File: src/design/urav_pkg.sv
// shared types, constants and register codes for the ultrasonic range averager
package urav_pkg;

    // parameter defaults
    localparam int SAMPLES_DEF    = 5;
    localparam int WIDTH_BITS_DEF = 16;

    // fixed field widths
    localparam int TIMER_W    = 16;
    localparam int THR_W      = 10;
    localparam int DIST_W     = 19;
    localparam int IDX_W      = 3;
    localparam int QACC_W     = DIST_W + 1;
    localparam int CFG_IDX_W  = 2;
    localparam int CFG_DATA_W = 16;

    // echo microseconds per centimetre, and the distance ceiling
    localparam int                US_PER_CM = 58;
    localparam logic [DIST_W-1:0] DIST_MAX  = '1;

    // configuration register indexes
    localparam logic [CFG_IDX_W-1:0] CFG_TRIGGER_US = 2'd0;
    localparam logic [CFG_IDX_W-1:0] CFG_GAP_US     = 2'd1;
    localparam logic [CFG_IDX_W-1:0] CFG_NEAR_THR   = 2'd2;

    // configuration reset values
    localparam logic [TIMER_W-1:0] TRIGGER_US_RST = 16'd20;
    localparam logic [TIMER_W-1:0] GAP_US_RST     = 16'd10000;
    localparam logic [THR_W-1:0]   NEAR_THR_RST   = 10'd25;

    typedef struct packed {
        logic start_req;
        logic echo;
    } in_item_t;

    typedef struct packed {
        logic              trigger;
        logic              busy_res;
        logic              done_res;
        logic [DIST_W-1:0] distance_q8;
        logic              near;
    } out_item_t;

    typedef struct packed {
        logic [TIMER_W-1:0] trigger_us;
        logic [TIMER_W-1:0] gap_us;
        logic [THR_W-1:0]   near_threshold_cm;
    } cfg_t;

    // sequencer to accumulator controls, valid only on an advancing tick
    typedef struct packed {
        logic clear;
        logic add;
        logic publish;
    } acc_ctrl_t;

endpackage

File: src/design/urav_seq.sv
// ranging sequencer: trigger, echo wait, echo count and gap timing per tick
module urav_seq #(
    parameter int SAMPLES    = urav_pkg::SAMPLES_DEF,
    parameter int WIDTH_BITS = urav_pkg::WIDTH_BITS_DEF
) (
    input  logic                aclk,
    input  logic                aresetn,
    input  logic                fire,
    input  urav_pkg::in_item_t  item,
    input  urav_pkg::cfg_t      cfg,
    output logic                trigger,
    output logic                busy,
    output logic                done,
    output urav_pkg::acc_ctrl_t acc_ctrl
);

    typedef enum logic [2:0] {
        PH_IDLE = 3'd0,
        PH_TRIG = 3'd1,
        PH_WAIT = 3'd2,
        PH_MEAS = 3'd3,
        PH_GAP  = 3'd4
    } phase_t;

    localparam logic [WIDTH_BITS-1:0]       WIDTH_MAX = '1;
    localparam logic [urav_pkg::IDX_W-1:0] LAST_IDX  = urav_pkg::IDX_W'(SAMPLES);

    phase_t                          phase_reg, phase_next;
    logic [urav_pkg::TIMER_W-1:0]    timer_reg, timer_next;
    logic [WIDTH_BITS-1:0]           width_reg, width_next;
    logic [urav_pkg::IDX_W-1:0]      idx_reg, idx_next;
    logic [urav_pkg::TIMER_W-1:0]    timer_inc;

    assign timer_inc = timer_reg + urav_pkg::TIMER_W'(1);

    always_comb begin
        phase_next = phase_reg;
        timer_next = timer_reg;
        width_next = width_reg;
        idx_next   = idx_reg;
        trigger    = 1'b0;
        done       = 1'b0;
        acc_ctrl   = '0;
        unique case (phase_reg)
            PH_TRIG: begin
                trigger = 1'b1;
                if (timer_inc >= cfg.trigger_us || cfg.trigger_us == '0) begin
                    phase_next = PH_WAIT;
                    timer_next = '0;
                end else begin
                    timer_next = timer_inc;
                end
            end
            PH_WAIT: begin
                if (item.echo) begin
                    width_next   = WIDTH_BITS'(1);
                    phase_next   = PH_MEAS;
                    acc_ctrl.add = 1'b1;
                end
            end
            PH_MEAS: begin
                if (item.echo) begin
                    if (width_reg != WIDTH_MAX) begin
                        width_next   = width_reg + WIDTH_BITS'(1);
                        acc_ctrl.add = 1'b1;
                    end
                end else begin
                    width_next = '0;
                    idx_next   = idx_reg + urav_pkg::IDX_W'(1);
                    timer_next = '0;
                    phase_next = PH_GAP;
                    // zero gap closes the cycle on the same tick
                    if (cfg.gap_us == '0) begin
                        if (idx_next >= LAST_IDX) begin
                            phase_next       = PH_IDLE;
                            done             = 1'b1;
                            acc_ctrl.publish = 1'b1;
                        end else begin
                            phase_next = PH_TRIG;
                        end
                    end
                end
            end
            PH_GAP: begin
                if (timer_inc >= cfg.gap_us) begin
                    timer_next = '0;
                    if (idx_reg >= LAST_IDX) begin
                        phase_next       = PH_IDLE;
                        done             = 1'b1;
                        acc_ctrl.publish = 1'b1;
                    end else begin
                        phase_next = PH_TRIG;
                    end
                end else begin
                    timer_next = timer_inc;
                end
            end
            default: begin
                phase_next = PH_IDLE;
                if (item.start_req) begin
                    phase_next     = PH_TRIG;
                    timer_next     = '0;
                    width_next     = '0;
                    idx_next       = '0;
                    acc_ctrl.clear = 1'b1;
                end
            end
        endcase
    end

    assign busy = (phase_next != PH_IDLE);

    always_ff @(posedge aclk) begin
        if (!aresetn) begin
            phase_reg <= PH_IDLE;
            timer_reg <= '0;
            width_reg <= '0;
            idx_reg   <= '0;
        end else if (fire) begin
            phase_reg <= phase_next;
            timer_reg <= timer_next;
            width_reg <= width_next;
            idx_reg   <= idx_next;
        end
    end

    a_idle_no_count: assert property (@(posedge aclk) disable iff (!aresetn)
        phase_reg == PH_IDLE |-> timer_reg == '0 && width_reg == '0)
        else $error("idle phase with live timer or echo count");

    a_trig_timer_bound: assert property (@(posedge aclk) disable iff (!aresetn)
        phase_reg == PH_TRIG && cfg.trigger_us != '0 |-> timer_reg < cfg.trigger_us)
        else $error("trigger timer ran past pulse length");

    a_index_bound: assert property (@(posedge aclk) disable iff (!aresetn)
        idx_reg <= LAST_IDX)
        else $error("sample index beyond burst length");

endmodule

File: src/design/urav_acc.sv
// running quotient of echo sum * 256 / (58 * samples), published distance and near flag
module urav_acc #(
    parameter int SAMPLES = urav_pkg::SAMPLES_DEF
) (
    input  logic                               aclk,
    input  logic                               aresetn,
    input  logic                               fire,
    input  urav_pkg::acc_ctrl_t                acc_ctrl,
    input  logic [urav_pkg::THR_W-1:0]         near_threshold_cm,
    output logic [urav_pkg::DIST_W-1:0]        distance_q8,
    output logic                               near
);

    // each counted echo tick adds 256 to the numerator: whole part and remainder
    localparam int Divisor = urav_pkg::US_PER_CM * SAMPLES;
    localparam int IncQ    = 256 / Divisor;
    localparam int IncR    = 256 % Divisor;
    localparam int RemW    = $clog2(2 * Divisor);
    localparam int QW      = urav_pkg::QACC_W;
    localparam int DW      = urav_pkg::DIST_W;

    logic [QW-1:0]   q_reg, q_next, q_add;
    logic [RemW-1:0] r_reg, r_next, r_sum;
    logic            carry;
    logic [DW-1:0]   dist_reg, dist_new;
    logic            near_reg, near_new;

    assign r_sum  = r_reg + RemW'(IncR);
    assign carry  = (r_sum >= RemW'(Divisor));
    assign q_add  = q_reg + QW'(IncQ) + QW'(carry);

    always_comb begin
        q_next = q_reg;
        r_next = r_reg;
        if (acc_ctrl.clear) begin
            q_next = '0;
            r_next = '0;
        end else if (acc_ctrl.add) begin
            r_next = carry ? r_sum - RemW'(Divisor) : r_sum;
            // quotient only grows, so clamping here equals clamping the result
            q_next = (q_add > QW'(urav_pkg::DIST_MAX)) ? QW'(urav_pkg::DIST_MAX) : q_add;
        end
    end

    assign dist_new = q_reg[DW-1:0];
    assign near_new = (dist_new[DW-1:8] < {1'b0, near_threshold_cm});

    assign distance_q8 = acc_ctrl.publish ? dist_new : dist_reg;
    assign near        = acc_ctrl.publish ? near_new : near_reg;

    always_ff @(posedge aclk) begin
        if (!aresetn) begin
            q_reg    <= '0;
            r_reg    <= '0;
            dist_reg <= '0;
            near_reg <= 1'b0;
        end else if (fire) begin
            q_reg <= q_next;
            r_reg <= r_next;
            if (acc_ctrl.publish) begin
                dist_reg <= dist_new;
                near_reg <= near_new;
            end
        end
    end

    a_rem_bound: assert property (@(posedge aclk) disable iff (!aresetn)
        r_reg < RemW'(Divisor))
        else $error("remainder reached divisor");

    a_quot_bound: assert property (@(posedge aclk) disable iff (!aresetn)
        q_reg <= QW'(urav_pkg::DIST_MAX))
        else $error("quotient above distance ceiling");

    a_ctrl_exclusive: assert property (@(posedge aclk) disable iff (!aresetn)
        fire |-> $countones({acc_ctrl.clear, acc_ctrl.add, acc_ctrl.publish}) <= 1)
        else $error("accumulator controls overlap");

endmodule

File: src/design/ultrasonic_range_averager_unit.sv
// top level of the ultrasonic range averager: config registers, input and result stages
//
// usage
// - s_ channel: one transfer per microsecond tick, carrying start_req and the
//   sampled echo level; m_ channel: exactly one result transfer per tick with
//   the trigger level, busy/done flags, last mean distance (1/256 cm) and near
// - cfg channel: writes trigger_us, gap_us, near_threshold_cm by index; always
//   ready, meant to be used while no tick is in flight; unknown indexes ignored
// - a start_req while idle begins a burst of SAMPLES ranging cycles; done_res
//   pulses on the tick the new average is published
// - path: a tick is held in the input register while the sequencer and running
//   quotient compute its result, which is then captured in the result register
// - throughput: one tick per cycle unless m_ready stalls the result register;
//   the input register and the result register each hold one item, and the
//   sequencer plus running quotient update is combinational between them
// - the mean is kept as a running quotient with remainder, one compare and
//   subtract per counted echo tick, so publishing needs no divider
// - stall: when m_ready is low and a result is held, the result register holds
//   and s_ready is low whenever the input register is full; no tick is lost or repeated
// - reset (aresetn low, synchronous): both stages empty, sequencer idle, sums
//   and the published distance cleared, config back to 20 / 10000 / 25
module ultrasonic_range_averager_unit #(
    parameter int SAMPLES    = urav_pkg::SAMPLES_DEF,
    parameter int WIDTH_BITS = urav_pkg::WIDTH_BITS_DEF
) (
    input  logic                                aclk,
    input  logic                                aresetn,
    input  logic                                s_valid,
    output logic                                s_ready,
    input  urav_pkg::in_item_t                  s_data,
    output logic                                m_valid,
    input  logic                                m_ready,
    output urav_pkg::out_item_t                 m_data,
    input  logic                                cfg_valid,
    output logic                                cfg_ready,
    input  logic [urav_pkg::CFG_IDX_W-1:0]      cfg_index,
    input  logic [urav_pkg::CFG_DATA_W-1:0]     cfg_data
);

    urav_pkg::cfg_t      cfg_reg;
    urav_pkg::in_item_t  in_item_reg;
    logic                in_valid_reg;
    urav_pkg::out_item_t m_data_reg;
    logic                m_valid_reg;

    logic                advance;
    logic                fire;
    logic                seq_trigger;
    logic                seq_busy;
    logic                seq_done;
    urav_pkg::acc_ctrl_t acc_ctrl;
    logic [urav_pkg::DIST_W-1:0] acc_distance;
    logic                acc_near;

    // config writes
    assign cfg_ready = 1'b1;

    always_ff @(posedge aclk) begin
        if (!aresetn) begin
            cfg_reg.trigger_us        <= urav_pkg::TRIGGER_US_RST;
            cfg_reg.gap_us            <= urav_pkg::GAP_US_RST;
            cfg_reg.near_threshold_cm <= urav_pkg::NEAR_THR_RST;
        end else if (cfg_valid && cfg_ready) begin
            unique case (cfg_index)
                urav_pkg::CFG_TRIGGER_US: cfg_reg.trigger_us <= cfg_data;
                urav_pkg::CFG_GAP_US:     cfg_reg.gap_us     <= cfg_data;
                urav_pkg::CFG_NEAR_THR:
                    cfg_reg.near_threshold_cm <= cfg_data[urav_pkg::THR_W-1:0];
                default: begin
                end
            endcase
        end
    end

    // stage handshake: result slot free or draining this cycle
    assign advance = !m_valid_reg || m_ready;
    assign fire    = in_valid_reg && advance;
    assign s_ready = !in_valid_reg || advance;

    // input stage
    always_ff @(posedge aclk) begin
        if (!aresetn) begin
            in_valid_reg <= 1'b0;
        end else if (s_ready) begin
            in_valid_reg <= s_valid;
        end
    end

    always_ff @(posedge aclk) begin
        if (s_valid && s_ready) begin
            in_item_reg <= s_data;
        end
    end

    urav_seq #(
        .SAMPLES    (SAMPLES),
        .WIDTH_BITS (WIDTH_BITS)
    ) u_seq (
        .aclk     (aclk),
        .aresetn  (aresetn),
        .fire     (fire),
        .item     (in_item_reg),
        .cfg      (cfg_reg),
        .trigger  (seq_trigger),
        .busy     (seq_busy),
        .done     (seq_done),
        .acc_ctrl (acc_ctrl)
    );

    urav_acc #(
        .SAMPLES (SAMPLES)
    ) u_acc (
        .aclk              (aclk),
        .aresetn           (aresetn),
        .fire              (fire),
        .acc_ctrl          (acc_ctrl),
        .near_threshold_cm (cfg_reg.near_threshold_cm),
        .distance_q8       (acc_distance),
        .near              (acc_near)
    );

    // result stage
    always_ff @(posedge aclk) begin
        if (!aresetn) begin
            m_valid_reg <= 1'b0;
        end else if (advance) begin
            m_valid_reg <= in_valid_reg;
        end
    end

    always_ff @(posedge aclk) begin
        if (fire) begin
            m_data_reg.trigger     <= seq_trigger;
            m_data_reg.busy_res    <= seq_busy;
            m_data_reg.done_res    <= seq_done;
            m_data_reg.distance_q8 <= acc_distance;
            m_data_reg.near        <= acc_near;
        end
    end

    assign m_valid = m_valid_reg;
    assign m_data  = m_data_reg;

    a_done_not_busy: assert property (@(posedge aclk) disable iff (!aresetn)
        m_valid_reg && m_data_reg.done_res |-> !m_data_reg.busy_res)
        else $error("done reported while still busy");

    a_trigger_busy: assert property (@(posedge aclk) disable iff (!aresetn)
        m_valid_reg && m_data_reg.trigger |-> m_data_reg.busy_res)
        else $error("trigger driven outside a burst");

    a_input_hold: assert property (@(posedge aclk) disable iff (!aresetn)
        in_valid_reg && !advance |=> in_valid_reg && $stable(in_item_reg))
        else $error("input stage changed while result stalled");

endmodule
File: config.mk
export PLATFORM = sky130hd
export DESIGN_NAME = ultrasonic_range_averager_unit
export DESIGN_NICKNAME = d
export VERILOG_FILES = /design/src/design/urav_pkg.sv /design/src/design/urav_seq.sv /design/src/design/urav_acc.sv /design/src/design/ultrasonic_range_averager_unit.sv
export SDC_FILE = /design/constraint.sdc
export NUM_CORES = 1
export LEC_CHECK = 0
export BUFFER_PORTS_ARGS = -buffer_cell sky130_fd_sc_hd__buf_2
export CORE_ASPECT_RATIO = 1.75
export CORE_MARGIN = 2
export CORE_UTILIZATION = 48
export CTS_CLUSTER_SIZE = 16
export DETAILED_ROUTE_END_ITERATION = 12
export GPL_TIMING_DRIVEN = 1
export PLACE_DENSITY = 0.67
export SLEW_MARGIN = 40
export SYNTH_ARGS = -nofsm -noshare
export SYNTH_HDL_FRONTEND = slang
export SYNTH_HIERARCHICAL = 1
export SYNTH_SLANG_ARGS = --single-unit
File: constraint.sdc
create_clock -name aclk -period 5 [get_ports aclk]
set_clock_uncertainty 0.15 [all_clocks]
set_input_delay 0.75 -clock aclk [delete_from_list [all_inputs] [get_ports aclk]]
set_output_delay 0.75 -clock aclk [all_outputs]
set_load 0.02 [all_outputs]
==> metrics.yaml <==
status:
  outcome: "complete, no violations"
cts:
  clkTransAtPathRegs_ns: 0.07
  h-tree-depth: 4
  ctsHoldBuffers: 0
  cts_tree: "done"
  cts_setup_buffers: 0
  cts_resized: 0
  clock-sinks: 156
  clock_latency_ns: 0.42
  clock_path_buffers: 2
  numCtsBuffers: 17
  clockRootBuffer: "clkbuf_16"
drt:
  drt_drc_violations_left: 0
  wire_per_inst_um: 16.5
  dr.pass1.iters: 7
  drtIter0Drc: 259
  vias: 7053
  via_per_inst: 5.68
  wl_mm: 20.5
  ant_nets: 0
global_route:
  grt_pass1_wl_mm: 34.3
  grt_max_degree: 73
  grt.overflow.total: 0
  grt_pass1_vias: 7082
  track_usage: 0.221
  antenna_found_initial: 0
critical_path:
  cp.arrival_ns: 4.57
  crit_required_ns: 5.11
  worstPathMaxFanout: 7
  r2r_setup_slack_ns: 0.53
  startpoint_type: "flip-flop"
  critPathKind: "reg2reg"
  worstSetupEndpointType: "flip-flop"
timing:
  drv_slew: 0
  rsz0062_at_grt: "no"
  fmax_mhz: 224
  fin_crit_sh: 0.893
  finalCriticalPeriod_ns: 4.47
  setup_viol: 0
  hold_viol: 0
  slew_headroom: 0.463
  postLayoutSetupSlackWorst_ns: 0.534
  finalSetupTns_ns: 0
  worstMarginPinSlew_ns: 0.801
placement:
  dp_hpwl_mm: 15.2
  preCtsSetupSlack_ns: 0.599
  port_buffers: 49
  place_area_mm2: 0.00922
  placed_cells: 1210
  place.gp.congestion: 0.925
worst_hold_path:
  hold_path_class: "reg2reg"
yosys:
  ys_types: 85
  synth_seq_area_share: 0.384
  syn_area_mm2: 0.00879
  syn_inst: 964
  synthAdderAreaFrac: 0.0712
  ys_ff_latch: 156
  synth-async-reset-ratio: 0
  synthXorXnorAreaFrac: 0.0249
  muxShareOfSynthArea: 0.0870
  synth-compound-area-share: 0.154
  synth_top_family_by_area: "simple AND/OR/NAND/NOR gates"
  synth_simple_gate_area_frac: 0.221
  synth.avg_cell_area_um2: 9.11
  synth_flop_cell: "dfxtp_1"
  synth_warnings: 6
  synth_edf_count: 25
  syn_nets: 1039
floorplanning:
  ios: 51
  die-area_mm2: 0.0194
  die_x_um: 106
  die_h_um: 183
  rows: 65
  core-area_mm2: 0.0180
  initial_core_util: 0.489
layout:
  synthToLayoutAreaGrowth_pct: 11.6
  drive_gt1_frac: 0.141
  final_nets: 1070
  final_cell_area_mm2: 0.00980
  final_cells: 1242
  insertedDiodeCount: 0
  largest_register_ffs: 42
power_and_ir_drop:
  p_total_mw: 2.83
  power_density_mw_per_mm2: 288
  leakage_nw: 3.90
  vdd_drop_max_mv: 0.271
job:
  max_cap_viol_count: 0
## cell families after synthesis
group | count (synthesis)
flops | 156
compound gates | 188
fa+ha+maj | 50
simple gates | 352
buf+inv | 118
other cells | 1
mux | 74
xor+xnor | 25
## cells in the mapped netlist, types with 19 or more instances
library cell  number  area share
ha_1              50       0.071
mux2i_1           55       0.063
o21ai_0           34       0.019
nor2b_1           44       0.031
inv_1             69       0.029
clkbuf_1          23      0.0098
nor2_1            47       0.020
mux2_2            19       0.024
nand3_1           32       0.018
a21oi_1           34       0.019
nand4_1           24       0.017
edfxtp_1          25       0.085
o21a_1            20       0.017
nand2_1           97       0.041
dfxtp_1          131        0.30
## layout by cell type, fill, tap and decap left out, types with 8 or more instances in the layout
cell type,count
nand3_1,32
nor2_1,47
dfxtp_1,131
and3_1,11
o21ai_0,34
inv_1,69
xor2_1,16
nand4_1,24
edfxtp_1,25
buf_2,48
o211ai_1,12
mux2_2,19
ha_1,50
clkbuf_16,17
mux2i_1,55
nand2_1,97
nor3_1,13
a21oi_1,34
o21a_1,20
nor4_1,16
nor2b_1,43
a21boi_1,9
buf_4,12
nand4b_1,8
xnor2_1,9
a21boi_0,9
## metrics by stage
step                hold WS, ns  utilization
finish                    0.311        0.545
CTS                       0.315        0.545
floorplan                 0.285            -
global route              0.330        0.545
global placement          0.296        0.510
detailed placement        0.303        0.513
## final timing paths
kind / startpoint / endpoint / depth (start not counted)
worst max-delay path: u_seq/timer_reg[0]$_SDFFE_PN0P_ / m_data[0]$_DFFE_PP_ / 15
worst min-delay path: cfg_reg[7]$_SDFFE_PN0P_ / cfg_reg[7]$_SDFFE_PN0P_ / 2
worst max register to register: u_seq/timer_reg[0]$_SDFFE_PN0P_ / m_data[0]$_DFFE_PP_ / 15
worst min register to register: cfg_reg[7]$_SDFFE_PN0P_ / cfg_reg[7]$_SDFFE_PN0P_ / 2
## layout make-up
cell class | instances | area [um^2]
fill | 1649 | 8170
multi-input combinational | 690 | 4930
sequential | 156 | 3370
clock buffer | 17 | 425
timing repair buffer | 61 | 358
tap | 234 | 293
inverter | 69 | 259
clock inverter | 15 | 161
## where the power goes
part	total [mW]	switching, mW	internal [mW]	leakage, nW
logic	0.201	0.127	0.0741	2.33
registers	1.32	0.0221	1.30	1.28
clock network	1.30	0.556	0.745	0.290
## per-layer routing
metal	up-vias	global-route usage	wire length [um]
li1	3524	-	-
met1	3337	0.227	7940
met2	138	0.424	11200
met3	54	0.0338	590
met4	0	0.109	750
met5	-	0	0
## critical path: stages, from the launching register on
cell and delay (ns):
dfxtp_1 0.46, nand3_1 0.16, nor4_1 0.63, and2_1 0.28, xor2_1 0.11, ha_1 0.33
nand2_1 0.06, o21a_1 0.21, a21o_1 0.20, o21ai_0 0.35, nand2_1 0.12, o22ai_2 0.34
inv_1 0.07, a2111oi_0 0.59, nand3_1 0.13, o21ai_0 0.11
No activity file was read; power rests on OpenSTA's default activity.
